### src/hw/rtl/eovg_pkg.sv
// ----------------------------------------------------------------------------
// eovg_pkg
// Shared types and constants for the ellipse outline vertex generator:
// vertex kinds, register indexes and the controller/datapath interface.
// ----------------------------------------------------------------------------
package eovg_pkg;

  // Default coordinate width.
  localparam int unsigned COORD_BITS_DEF = 12;

  // Configuration register indexes.
  localparam int unsigned CFG_IDX_W = 2;
  localparam logic [CFG_IDX_W-1:0] CFG_BOX_LEFT   = 2'd0;
  localparam logic [CFG_IDX_W-1:0] CFG_BOX_TOP    = 2'd1;
  localparam logic [CFG_IDX_W-1:0] CFG_BOX_RIGHT  = 2'd2;
  localparam logic [CFG_IDX_W-1:0] CFG_BOX_BOTTOM = 2'd3;

  localparam int unsigned KIND_W = 2;

  typedef enum logic [KIND_W-1:0] {
    KIND_GAP   = 2'd0,
    KIND_ROW   = 2'd1,
    KIND_CLOSE = 2'd2
  } vertex_kind_e;

  // Commands from the controller to the datapath.
  typedef struct packed {
    logic         load_row;
    logic         mul_hh;
    logic         mul_yy;
    logic         mul_ww;
    logic         mul_num;
    logic         div_step;
    logic         sqrt_init;
    logic         sqrt_step;
    logic         load_out;
    vertex_kind_e kind;
    logic         commit_x;
  } eovg_cmd_t;

  // Status from the datapath to the controller.
  typedef struct packed {
    logic row_ok;
    logic gap_needed;
    logic final_row;
  } eovg_stat_t;

endpackage

### src/hw/rtl/eovg_datapath.sv
// ----------------------------------------------------------------------------
// eovg_datapath
// Box registers, multiply steps, serial restoring divider, serial
// square root, stored half width and the output vertex register.
// ----------------------------------------------------------------------------
module eovg_datapath #(
  parameter int unsigned COORD_BITS = eovg_pkg::COORD_BITS_DEF
) (
  input  logic                           clk_i,
  input  logic                           rst_ni,
  input  logic                           cfg_we_i,
  input  logic [eovg_pkg::CFG_IDX_W-1:0] cfg_index_i,
  input  logic [COORD_BITS-1:0]          cfg_data_i,
  input  logic [COORD_BITS-2:0]          row_i,
  input  eovg_pkg::eovg_cmd_t            cmd_i,
  output eovg_pkg::eovg_stat_t           stat_o,
  output logic [COORD_BITS-1:0]          left_x_o,
  output logic [COORD_BITS-1:0]          right_x_o,
  output logic [COORD_BITS-1:0]          lower_y_o,
  output logic [COORD_BITS-1:0]          upper_y_o,
  output logic [eovg_pkg::KIND_W-1:0]    vertex_kind_o,
  output logic                           is_last_o
);
  import eovg_pkg::*;

  localparam int unsigned C     = COORD_BITS;
  localparam int unsigned NUM_W = 4 * C;
  localparam int unsigned DEN_W = 2 * C + 2;

  logic [C-1:0] box_left_q, box_top_q, box_right_q, box_bottom_q;
  logic [C-1:0] prev_x_q;
  logic [C-2:0] row_q;

  logic [2*C-1:0]   hh_q, ww_q, diff_q;
  logic [2*C-3:0]   yy_q;
  logic [NUM_W-1:0] acc_q;
  logic [DEN_W-1:0] rem_q;

  logic [2*C-1:0] sq_q;
  logic [C-1:0]   root_q;
  logic [C+1:0]   srem_q;

  logic [C-1:0]   w, h, x, x1, y_ext, ym1;
  logic [C:0]     w_p1, h_p1;
  logic [C-1:0]   half_lo_x, half_hi_x, half_lo_y, half_hi_y;
  logic [DEN_W-1:0] den;
  logic [DEN_W:0]   rem_sh;
  logic [C+3:0]     srem_sh;
  logic [C+3:0]     trial;

  assign w     = box_right_q - box_left_q;
  assign h     = box_bottom_q - box_top_q;
  assign w_p1  = {1'b0, w} + {{C{1'b0}}, 1'b1};
  assign h_p1  = {1'b0, h} + {{C{1'b0}}, 1'b1};
  assign x     = root_q;
  assign x1    = x + {{(C-1){1'b0}}, 1'b1};
  assign y_ext = {1'b0, row_q};
  assign ym1   = y_ext - {{(C-1){1'b0}}, 1'b1};

  assign half_lo_x = box_left_q + (w >> 1);
  assign half_hi_x = box_left_q + w_p1[C:1];
  assign half_lo_y = box_top_q + (h >> 1);
  assign half_hi_y = box_top_q + h_p1[C:1];

  assign den     = {hh_q, 2'b00};
  assign rem_sh  = {rem_q, acc_q[NUM_W-1]};
  assign srem_sh = {srem_q, sq_q[2*C-1:2*C-2]};
  assign trial   = {2'b00, root_q, 2'b01};

  assign stat_o.row_ok = (box_right_q > box_left_q) && (box_bottom_q > box_top_q) &&
                         (y_ext <= (h >> 1));
  assign stat_o.final_row  = (y_ext == (h >> 1));
  // A gap vertex is needed when the half width fell by two or more.
  assign stat_o.gap_needed = (row_q != '0) && ({1'b0, prev_x_q} > {1'b0, x1});

  always_ff @(posedge clk_i or negedge rst_ni) begin
    if (!rst_ni) begin
      box_left_q   <= '0;
      box_top_q    <= '0;
      box_right_q  <= '0;
      box_bottom_q <= '0;
      prev_x_q     <= '0;
    end else begin
      if (cfg_we_i) begin
        case (cfg_index_i)
          CFG_BOX_LEFT:   box_left_q   <= cfg_data_i;
          CFG_BOX_TOP:    box_top_q    <= cfg_data_i;
          CFG_BOX_RIGHT:  box_right_q  <= cfg_data_i;
          CFG_BOX_BOTTOM: box_bottom_q <= cfg_data_i;
          default: ;
        endcase
      end
      if (cmd_i.commit_x) begin
        prev_x_q <= x;
      end
    end
  end

  // Arithmetic registers carry no reset; the controller sequences them.
  always_ff @(posedge clk_i) begin
    if (cmd_i.load_row) begin
      row_q <= row_i;
    end
    if (cmd_i.mul_hh) begin
      hh_q <= (2*C)'(h) * (2*C)'(h);
    end
    if (cmd_i.mul_yy) begin
      yy_q <= (2*C-2)'(row_q) * (2*C-2)'(row_q);
    end
    if (cmd_i.mul_ww) begin
      ww_q   <= (2*C)'(w) * (2*C)'(w);
      diff_q <= hh_q - {yy_q, 2'b00};
    end
    if (cmd_i.mul_num) begin
      acc_q <= NUM_W'(ww_q) * NUM_W'(diff_q);
      rem_q <= '0;
    end
    // One quotient bit per cycle; the quotient replaces the numerator bits.
    if (cmd_i.div_step) begin
      if (rem_sh >= {1'b0, den}) begin
        rem_q <= DEN_W'(rem_sh - {1'b0, den});
        acc_q <= {acc_q[NUM_W-2:0], 1'b1};
      end else begin
        rem_q <= rem_sh[DEN_W-1:0];
        acc_q <= {acc_q[NUM_W-2:0], 1'b0};
      end
    end
    if (cmd_i.sqrt_init) begin
      sq_q   <= acc_q[2*C-1:0];
      root_q <= '0;
      srem_q <= '0;
    end
    // One root bit per cycle, two operand bits brought down each time.
    if (cmd_i.sqrt_step) begin
      sq_q <= {sq_q[2*C-3:0], 2'b00};
      if (srem_sh >= trial) begin
        srem_q <= (C+2)'(srem_sh - trial);
        root_q <= {root_q[C-2:0], 1'b1};
      end else begin
        srem_q <= srem_sh[C+1:0];
        root_q <= {root_q[C-2:0], 1'b0};
      end
    end
    if (cmd_i.load_out) begin
      vertex_kind_o <= cmd_i.kind;
      case (cmd_i.kind)
        KIND_GAP: begin
          left_x_o  <= half_lo_x - x1;
          right_x_o <= half_hi_x + x1;
          lower_y_o <= half_hi_y + ym1;
          upper_y_o <= half_lo_y - ym1;
          is_last_o <= 1'b0;
        end
        KIND_CLOSE: begin
          left_x_o  <= half_hi_x;
          right_x_o <= half_hi_x;
          lower_y_o <= box_bottom_q;
          upper_y_o <= box_top_q;
          is_last_o <= 1'b1;
        end
        default: begin
          left_x_o  <= half_lo_x - x;
          right_x_o <= half_hi_x + x;
          lower_y_o <= half_hi_y + y_ext;
          upper_y_o <= half_lo_y - y_ext;
          is_last_o <= 1'b0;
        end
      endcase
    end
  end

endmodule

### src/hw/rtl/eovg_ctrl.sv
// ----------------------------------------------------------------------------
// eovg_ctrl
// Sequencer: accepts a row and, for a valid one, steps the multiply, divide
// and square-root phases, then hands out up to three vertices through the output register.
// ----------------------------------------------------------------------------
module eovg_ctrl #(
  parameter int unsigned COORD_BITS = eovg_pkg::COORD_BITS_DEF
) (
  input  logic                  clk_i,
  input  logic                  rst_ni,
  input  logic                  s_valid_i,
  output logic                  s_ready_o,
  output logic                  m_valid_o,
  input  logic                  m_ready_i,
  output eovg_pkg::eovg_cmd_t   cmd_o,
  input  eovg_pkg::eovg_stat_t  stat_i
);
  import eovg_pkg::*;

  localparam int unsigned DIV_STEPS = 4 * COORD_BITS;
  localparam int unsigned CNT_W     = $clog2(DIV_STEPS + 1);

  typedef enum logic [11:0] {
    ST_IDLE       = 12'b000000000001,
    ST_CHECK      = 12'b000000000010,
    ST_MUL_HH     = 12'b000000000100,
    ST_MUL_YY     = 12'b000000001000,
    ST_MUL_WW     = 12'b000000010000,
    ST_MUL_NUM    = 12'b000000100000,
    ST_DIV        = 12'b000001000000,
    ST_SQRT_INIT  = 12'b000010000000,
    ST_SQRT       = 12'b000100000000,
    ST_EMIT_GAP   = 12'b001000000000,
    ST_EMIT_ROW   = 12'b010000000000,
    ST_EMIT_CLOSE = 12'b100000000000
  } state_e;

  state_e     state_q, state_d;
  logic [CNT_W-1:0] cnt_q, cnt_d;
  logic       m_valid_q, m_valid_d;
  logic       slot_free;

  assign slot_free = !m_valid_q || m_ready_i;
  assign m_valid_o = m_valid_q;
  assign s_ready_o = (state_q == ST_IDLE);

  always_comb begin
    state_d   = state_q;
    cnt_d     = cnt_q;
    m_valid_d = m_valid_q && !m_ready_i;
    cmd_o     = '0;
    cmd_o.kind = KIND_ROW;
    case (state_q)
      ST_IDLE: begin
        if (s_valid_i) begin
          cmd_o.load_row = 1'b1;
          state_d = ST_CHECK;
        end
      end
      ST_CHECK: begin
        state_d = stat_i.row_ok ? ST_MUL_HH : ST_IDLE;
      end
      ST_MUL_HH: begin
        cmd_o.mul_hh = 1'b1;
        state_d = ST_MUL_YY;
      end
      ST_MUL_YY: begin
        cmd_o.mul_yy = 1'b1;
        state_d = ST_MUL_WW;
      end
      ST_MUL_WW: begin
        cmd_o.mul_ww = 1'b1;
        state_d = ST_MUL_NUM;
      end
      ST_MUL_NUM: begin
        cmd_o.mul_num = 1'b1;
        cnt_d = CNT_W'(DIV_STEPS - 1);
        state_d = ST_DIV;
      end
      ST_DIV: begin
        cmd_o.div_step = 1'b1;
        cnt_d = cnt_q - CNT_W'(1);
        if (cnt_q == '0) begin
          state_d = ST_SQRT_INIT;
        end
      end
      ST_SQRT_INIT: begin
        cmd_o.sqrt_init = 1'b1;
        cnt_d = CNT_W'(COORD_BITS - 1);
        state_d = ST_SQRT;
      end
      ST_SQRT: begin
        cmd_o.sqrt_step = 1'b1;
        cnt_d = cnt_q - CNT_W'(1);
        if (cnt_q == '0) begin
          state_d = ST_EMIT_GAP;
        end
      end
      ST_EMIT_GAP: begin
        if (!stat_i.gap_needed) begin
          state_d = ST_EMIT_ROW;
        end else if (slot_free) begin
          cmd_o.load_out = 1'b1;
          cmd_o.kind     = KIND_GAP;
          m_valid_d      = 1'b1;
          state_d        = ST_EMIT_ROW;
        end
      end
      ST_EMIT_ROW: begin
        if (slot_free) begin
          cmd_o.load_out = 1'b1;
          cmd_o.kind     = KIND_ROW;
          cmd_o.commit_x = 1'b1;
          m_valid_d      = 1'b1;
          state_d        = stat_i.final_row ? ST_EMIT_CLOSE : ST_IDLE;
        end
      end
      ST_EMIT_CLOSE: begin
        if (slot_free) begin
          cmd_o.load_out = 1'b1;
          cmd_o.kind     = KIND_CLOSE;
          m_valid_d      = 1'b1;
          state_d        = ST_IDLE;
        end
      end
      default: begin
        state_d = ST_IDLE;
      end
    endcase
  end

  always_ff @(posedge clk_i or negedge rst_ni) begin
    if (!rst_ni) begin
      state_q   <= ST_IDLE;
      cnt_q     <= '0;
      m_valid_q <= 1'b0;
    end else begin
      state_q   <= state_d;
      cnt_q     <= cnt_d;
      m_valid_q <= m_valid_d;
    end
  end

endmodule

### src/hw/rtl/ellipse_outline_vertex_generator.sv
// ----------------------------------------------------------------------------
// ellipse_outline_vertex_generator
// Produces the mirrored quarter-outline vertices of an ellipse inscribed in
// the configured box, one input row at a time.
// ----------------------------------------------------------------------------
// A row is checked, then passes the multiply steps, the serial restoring
// divider, which produces one quotient bit per cycle over the
// 4*COORD_BITS-bit numerator, and the square root unit, which produces one
// root bit per cycle, before its first vertex goes out; each further vertex
// waits for the sink to take the one before. A rejected row (empty box or
// row past the end) gives no vertex. One row is in work at a time.
module ellipse_outline_vertex_generator #(
  parameter int unsigned COORD_BITS = eovg_pkg::COORD_BITS_DEF
) (
  input  logic                           clk_i,
  input  logic                           rst_ni,
  input  logic                           cfg_we_i,
  input  logic [eovg_pkg::CFG_IDX_W-1:0] cfg_index_i,
  input  logic [COORD_BITS-1:0]          cfg_data_i,
  input  logic                           s_axis_tvalid,
  output logic                           s_axis_tready,
  // row_index
  input  logic [((COORD_BITS+6)/8)*8-1:0] s_axis_tdata,
  output logic                           m_axis_tvalid,
  input  logic                           m_axis_tready,
  // left_x, right_x, lower_y, upper_y
  output logic [((4*COORD_BITS+7)/8)*8-1:0] m_axis_tdata,
  // vertex_kind
  output logic [eovg_pkg::KIND_W-1:0]    m_axis_tuser,
  output logic                           m_axis_tlast
);
  import eovg_pkg::*;

  localparam int unsigned OUT_W = ((4*COORD_BITS+7)/8)*8;

  eovg_cmd_t  cmd;
  eovg_stat_t stat;
  logic [COORD_BITS-1:0] left_x, right_x, lower_y, upper_y;

  eovg_ctrl #(
    .COORD_BITS(COORD_BITS)
  ) u_ctrl (
    .clk_i     (clk_i),
    .rst_ni    (rst_ni),
    .s_valid_i (s_axis_tvalid),
    .s_ready_o (s_axis_tready),
    .m_valid_o (m_axis_tvalid),
    .m_ready_i (m_axis_tready),
    .cmd_o     (cmd),
    .stat_i    (stat)
  );

  eovg_datapath #(
    .COORD_BITS(COORD_BITS)
  ) u_datapath (
    .clk_i         (clk_i),
    .rst_ni        (rst_ni),
    .cfg_we_i      (cfg_we_i),
    .cfg_index_i   (cfg_index_i),
    .cfg_data_i    (cfg_data_i),
    .row_i         (s_axis_tdata[COORD_BITS-2:0]),
    .cmd_i         (cmd),
    .stat_o        (stat),
    .left_x_o      (left_x),
    .right_x_o     (right_x),
    .lower_y_o     (lower_y),
    .upper_y_o     (upper_y),
    .vertex_kind_o (m_axis_tuser),
    .is_last_o     (m_axis_tlast)
  );

  assign m_axis_tdata = OUT_W'({upper_y, lower_y, right_x, left_x});

endmodule

### config.mk
export PLATFORM = sky130hd
export DESIGN_NAME = ellipse_outline_vertex_generator
export DESIGN_NICKNAME = d
export VERILOG_FILES = /design/src/hw/rtl/eovg_pkg.sv /design/src/hw/rtl/eovg_datapath.sv /design/src/hw/rtl/eovg_ctrl.sv /design/src/hw/rtl/ellipse_outline_vertex_generator.sv
export SDC_FILE = /design/constraint.sdc
export NUM_CORES = 2
export LEC_CHECK = 0
export BUFFER_PORTS_ARGS = -buffer_cell sky130_fd_sc_hd__buf_2
export CAP_MARGIN = 20
export CORE_ASPECT_RATIO = 1.4
export CORE_MARGIN = 4
export CORE_UTILIZATION = 35
export DETAILED_ROUTE_END_ITERATION = 16
export PLACE_DENSITY = 0.55
export SYNTH_ARGS = -nofsm -noshare
export SYNTH_HDL_FRONTEND = slang
export SYNTH_HIERARCHICAL = 1
export SYNTH_SLANG_ARGS = --single-unit
### constraint.sdc
create_clock -name clk_i -period 20.7 [get_ports clk_i]
set_clock_uncertainty 0.05 [all_clocks]
set_input_delay 4.14 -clock clk_i [delete_from_list [all_inputs] [get_ports clk_i]]
set_output_delay 4.14 -clock clk_i [all_outputs]
set_load 0.02 [all_outputs]
# After elaboration in Yosys (flattened, before gate mapping)
# Cells that the tools add are included.
[op_classes]
mux = 48
reduce_logical = 21
eq_ne = 23
add_sub_neg = 22
order_cmp = 6
mul = 4
[ops]
columns = ["op", "n"]
rows = [
  ["$pmux 12 s12", 1],
  ["$mux 12", 10],
  ["$mux 48", 2],
  ["$pmux 12 s2", 4],
  ["$mux 26", 3],
  ["$add 12x12->12", 5],
  ["$sub 12x12->12", 5],
  ["$mul 12x12->24", 2],
  ["$mul 24x24->48", 1],
  ["$mux 24", 2],
  ["$mux 14", 3],
  ["$add 12x11->12", 3],
  ["$gt 12x12->1", 3],
  ["$ge 27x26->1", 1],
  ["$add 12x1->13 const B", 2],
  ["$sub 26x26->26", 1],
  ["$sub 24x24->24", 1],
  ["$mul 11x11->22", 1],
  ["$pmux 6 s3", 1],
  ["$ge 16x14->1", 1],
  ["$mux 1", 15],
  ["$sub 14x14->14", 1],
  ["$add 12x1->12 const B", 1],
  ["$eq 12x1->1 const B", 1],
  ["36 further kinds", 54],
]
[word_totals]
register_bits = 359
inputBits = 35

# Logic depth before layout (Yosys ltp)
[logic_depth]
ltp_word = 7
ltp_mapped = 33

# By module
# Netlist, hierarchy kept.
[by_module_without_submodules]
columns = ["module", "n_inst", "cells_each", "area_each_um2", "seq_area_each_um2"]
rows = [
  ["eovg_datapath", 1, 5480, 50780.0, 9769.4],
  ["eovg_ctrl", 1, 145, 1346.3, 476.7],
]

# Least setup slack after synthesis
# Ideal clock, no wire load.
[synth_timing]
path_kind = "input to register"
from = "input port m_axis_tready"
to = "register u_datapath.lower_y_o[11] (data pin)"
slack_ns = 12.577
stages = 18
arrival_ns = 7.812
t_required_ns = 20.389
path_cell_list = "nand2b_1 nand4_1 or4_1 or2_2 clkbuf_1 nor4_1 nor3b_1 xor2_1 ha_1 nor3_1 o211ai_1 a31oi_1 nor2b_1 o21a_1 o41ai_1 xor2_1 and3_1 nor3_2"
[synth_rtl]
columns = ["element", "line_no", "rtl"]
rows = [
  ["start: declaration", "ellipse_outline_vertex_generator.sv:25", "input logic m_axis_tready,"],
  ["end signal: assignment", "eovg_datapath.sv:150", "lower_y_o <= half_hi_y + ym1;"],
  ["end signal: assignment", "eovg_datapath.sv:157", "lower_y_o <= box_bottom_q;"],
  ["end signal: assignment", "eovg_datapath.sv:164", "lower_y_o <= half_hi_y + y_ext;"],
  ["end: declaration", "eovg_datapath.sv:19", "output logic [COORD_BITS-1:0] lower_y_o,"],
]

==> out/metrics.yaml <==
numCtsBuffers: 40
critPathCaptureType: "register"
cts.htree.levels: 2
n_fill_cell: 15000
dp_hpwl_mm: 107
syn_inst: 5625
grt_antenna_before_repair: 11
synth_largest_area_cell: "fa_1"
synth.cell_area_sq_mm: 0.0521
min_delay_path_depth: 2
drt_first_pass_iters: 5
register_area_sq_mm: 0.0102
hold_path_class: "reg -> reg"
drive_gt1_frac: 0.0652
hold_viol: 0
cts_tree: "done"
netlist_top_cells_area: "fa_1, edfxtp_1, ha_1"
reg2reg_from: "u_datapath/box_top_q[1]"
core_sq_mm: 0.148
synth.distinct_cells: 118
finalSetupViolCount: 0
worst-endpoint-arrival_ns: 9.08
synth-edff-count: 274
gp_congestion: 0.890
async_flop_share: 0.223
cts.root.buffer_cell: "clkbuf_16"
area_growth_pct: 7.64
clk_path_buf_depth: 3
status: "finished clean"
required_ns: 20.99
slew_violations: 0
fin_ws_ns: 11.91
ys_seq_area_frac: 0.197
routedWlPerCell_um: 17.8
ant_nets: 0
fin_util: 0.379
finalWirelength_mm: 135
path_clk_slew_ns: 0.06
timing.hold.ws_ns: 0.443
min-delay-start: "u_datapath/sq_q[1]"
path_cells: "buf_2, nand2b_1, nand4_1, or4_1, nor2_1, nand2_1, or3_1, xnor2_1, ha_1, nor3_1, o211ai_1, a31oi_1, nor2b_1, o21a_1, o41ai_1, xor2_1, and3_1, nor3_2"
grt-ovfl-total: 0
drt_iter0_drc: 1702
post-place-ws_ns: 11.27
grt.total_usage: 0.176
fp.dieW_um: 334
finalCriticalPeriod_ns: 8.79
ys.flop_type: "edfxtp_1"
crit_start: "m_axis_tready"
critPathMaxStageDelay_ns: 0.79
grt_first_pass_wirelength_mm: 217
cts_resized: 0
vias: 37900
fin_crit_sh: 0.425
max_slew.worst_pin.slew_ns: 1.16
ys_seq_elements: 355
avgSynthCellArea_sq_um: 9.27
cts_hold_buf: 0
postCtsSetupRepairBufs: 0
final_cell_mix: "inv_1, fa_1, nand2_1"
rsz0062_at_grt: "false"
path_max_fanout: 9
fmax_ghz: 0.114
nets: 6907
grtUsageMet3: 0.0151
critPathKind: "in -> reg"
die_h_um: 465
use_met1: 0.201
port_buffers: 82
multi_input_area_sq_mm: 0.0370
grt_pass1_vias: 40600
drc_errors: 0
io_pins: 88
tns_ns: 0
grt_max_degree: 87
mostFrequentLayoutCell: "inv_1"
startpoint_type: "primary input"
met2_usage: 0.334
rows: 167
relSlewSlack: 0.224
drv_cap: 0
grt.busiest_layer: "met2"
crit_slowest_cell: "nor2_1"
reg2regPathDepth: 27
ys.warnings.count: 6
start_util: 0.352
clock_latency_ns: 0.59
die-area_sq_mm: 0.155
via_per_inst: 4.99
yosys.area.top_type_share: 0.261
cts_sinks: 355
[registers in the layout (all words and copies together) (netlist names), 14 cells and up]
name	flops
u_datapath/sq_q	24
u_datapath/srem_q	14
u_datapath/rem_q	26
u_datapath/diff_q	23
u_datapath/hh_q	23
u_datapath/ww_q	23
u_datapath/acc_q	48
u_datapath/yy_q	21
[final cells by class]
type | instances | area share
inverters | 1097 | 0.0735
flip-flops and latches | 355 | 0.183
repair buffers | 145 | 0.0161
multi-input cells | 3988 | 0.660
clock buffers | 52 | 0.0196
diodes | 2 | 0.0000892
well taps | 1943 | 0.0433
clock inverters | 22 | 0.00493
[cell families (layout without fill, tap and decap cells)]
| kind of cell | count (synthesis) | count (layout) | synth area share |
|---|---|---|---|
| other | 2 | 13 | 0.000144 |
| AND/OR/NAND/NOR | 1599 | 1599 | 0.150 |
| XOR/XNOR | 289 | 289 | 0.0496 |
| flip-flops | 355 | 355 | 0.197 |
| AO/OA/AOI/OAI | 742 | 742 | 0.0913 |
| adder cells (fa/ha/maj) | 1245 | 1245 | 0.397 |
| multiplexers | 102 | 102 | 0.0211 |
| buffers and inverters | 1291 | 1316 | 0.0950 |
[cell usage after synthesis, drive strengths merged (84+ instances only)]
master	instances
a21oi	198
and2	308
clkbuf	166
edfxtp	274
fa	679
ha	566
inv	1093
nand2	584
nor2	321
nor3	84
o21ai	214
xnor2	220
[metrics by stage]
| step | cells | cell area (sq um) |
|---|---|---|
| floorplan | 5634 | 52200 |
| global placement | 7527 | 54700 |
| detailed placement | 7528 | 54700 |
| CTS | 7602 | 56100 |
| global route | 7604 | 56100 |
| finish | 7604 | 56100 |
[worst max-delay path: cells and delay by family]
kind	cells	cell delay, ns
compound gates	4	0.97
buf+inv	1	0.07
xor+xnor	2	0.43
fa+ha+maj	1	0.25
simple gates	10	3.21
[path summary, 6_finish.rpt]
check,to,slack [ns]
min in group asynchronous,u_ctrl/state_q[5],3.41
max in group asynchronous,u_datapath/box_right_q[10],16.01
max,u_datapath/lower_y_o[11],11.91
min,u_datapath/sq_q[1],0.44
max reg2reg,u_datapath/hh_q[22],12.64
min reg2reg,u_datapath/sq_q[1],0.44
[routing by layer]
metal / part of all wire / wire length (um) / up-vias
li1: - / - / 18000
met2: 0.53 / 71300 / 724
met4: 0.048 / 6500 / 2
met5: 0.000052 / 7 / -
met1: 0.39 / 52600 / 18900
met3: 0.034 / 4590 / 273
Power is left out: the tool's default activity adds up to more than one toggle a clock period on the data nets, which glitch-free logic cannot reach.
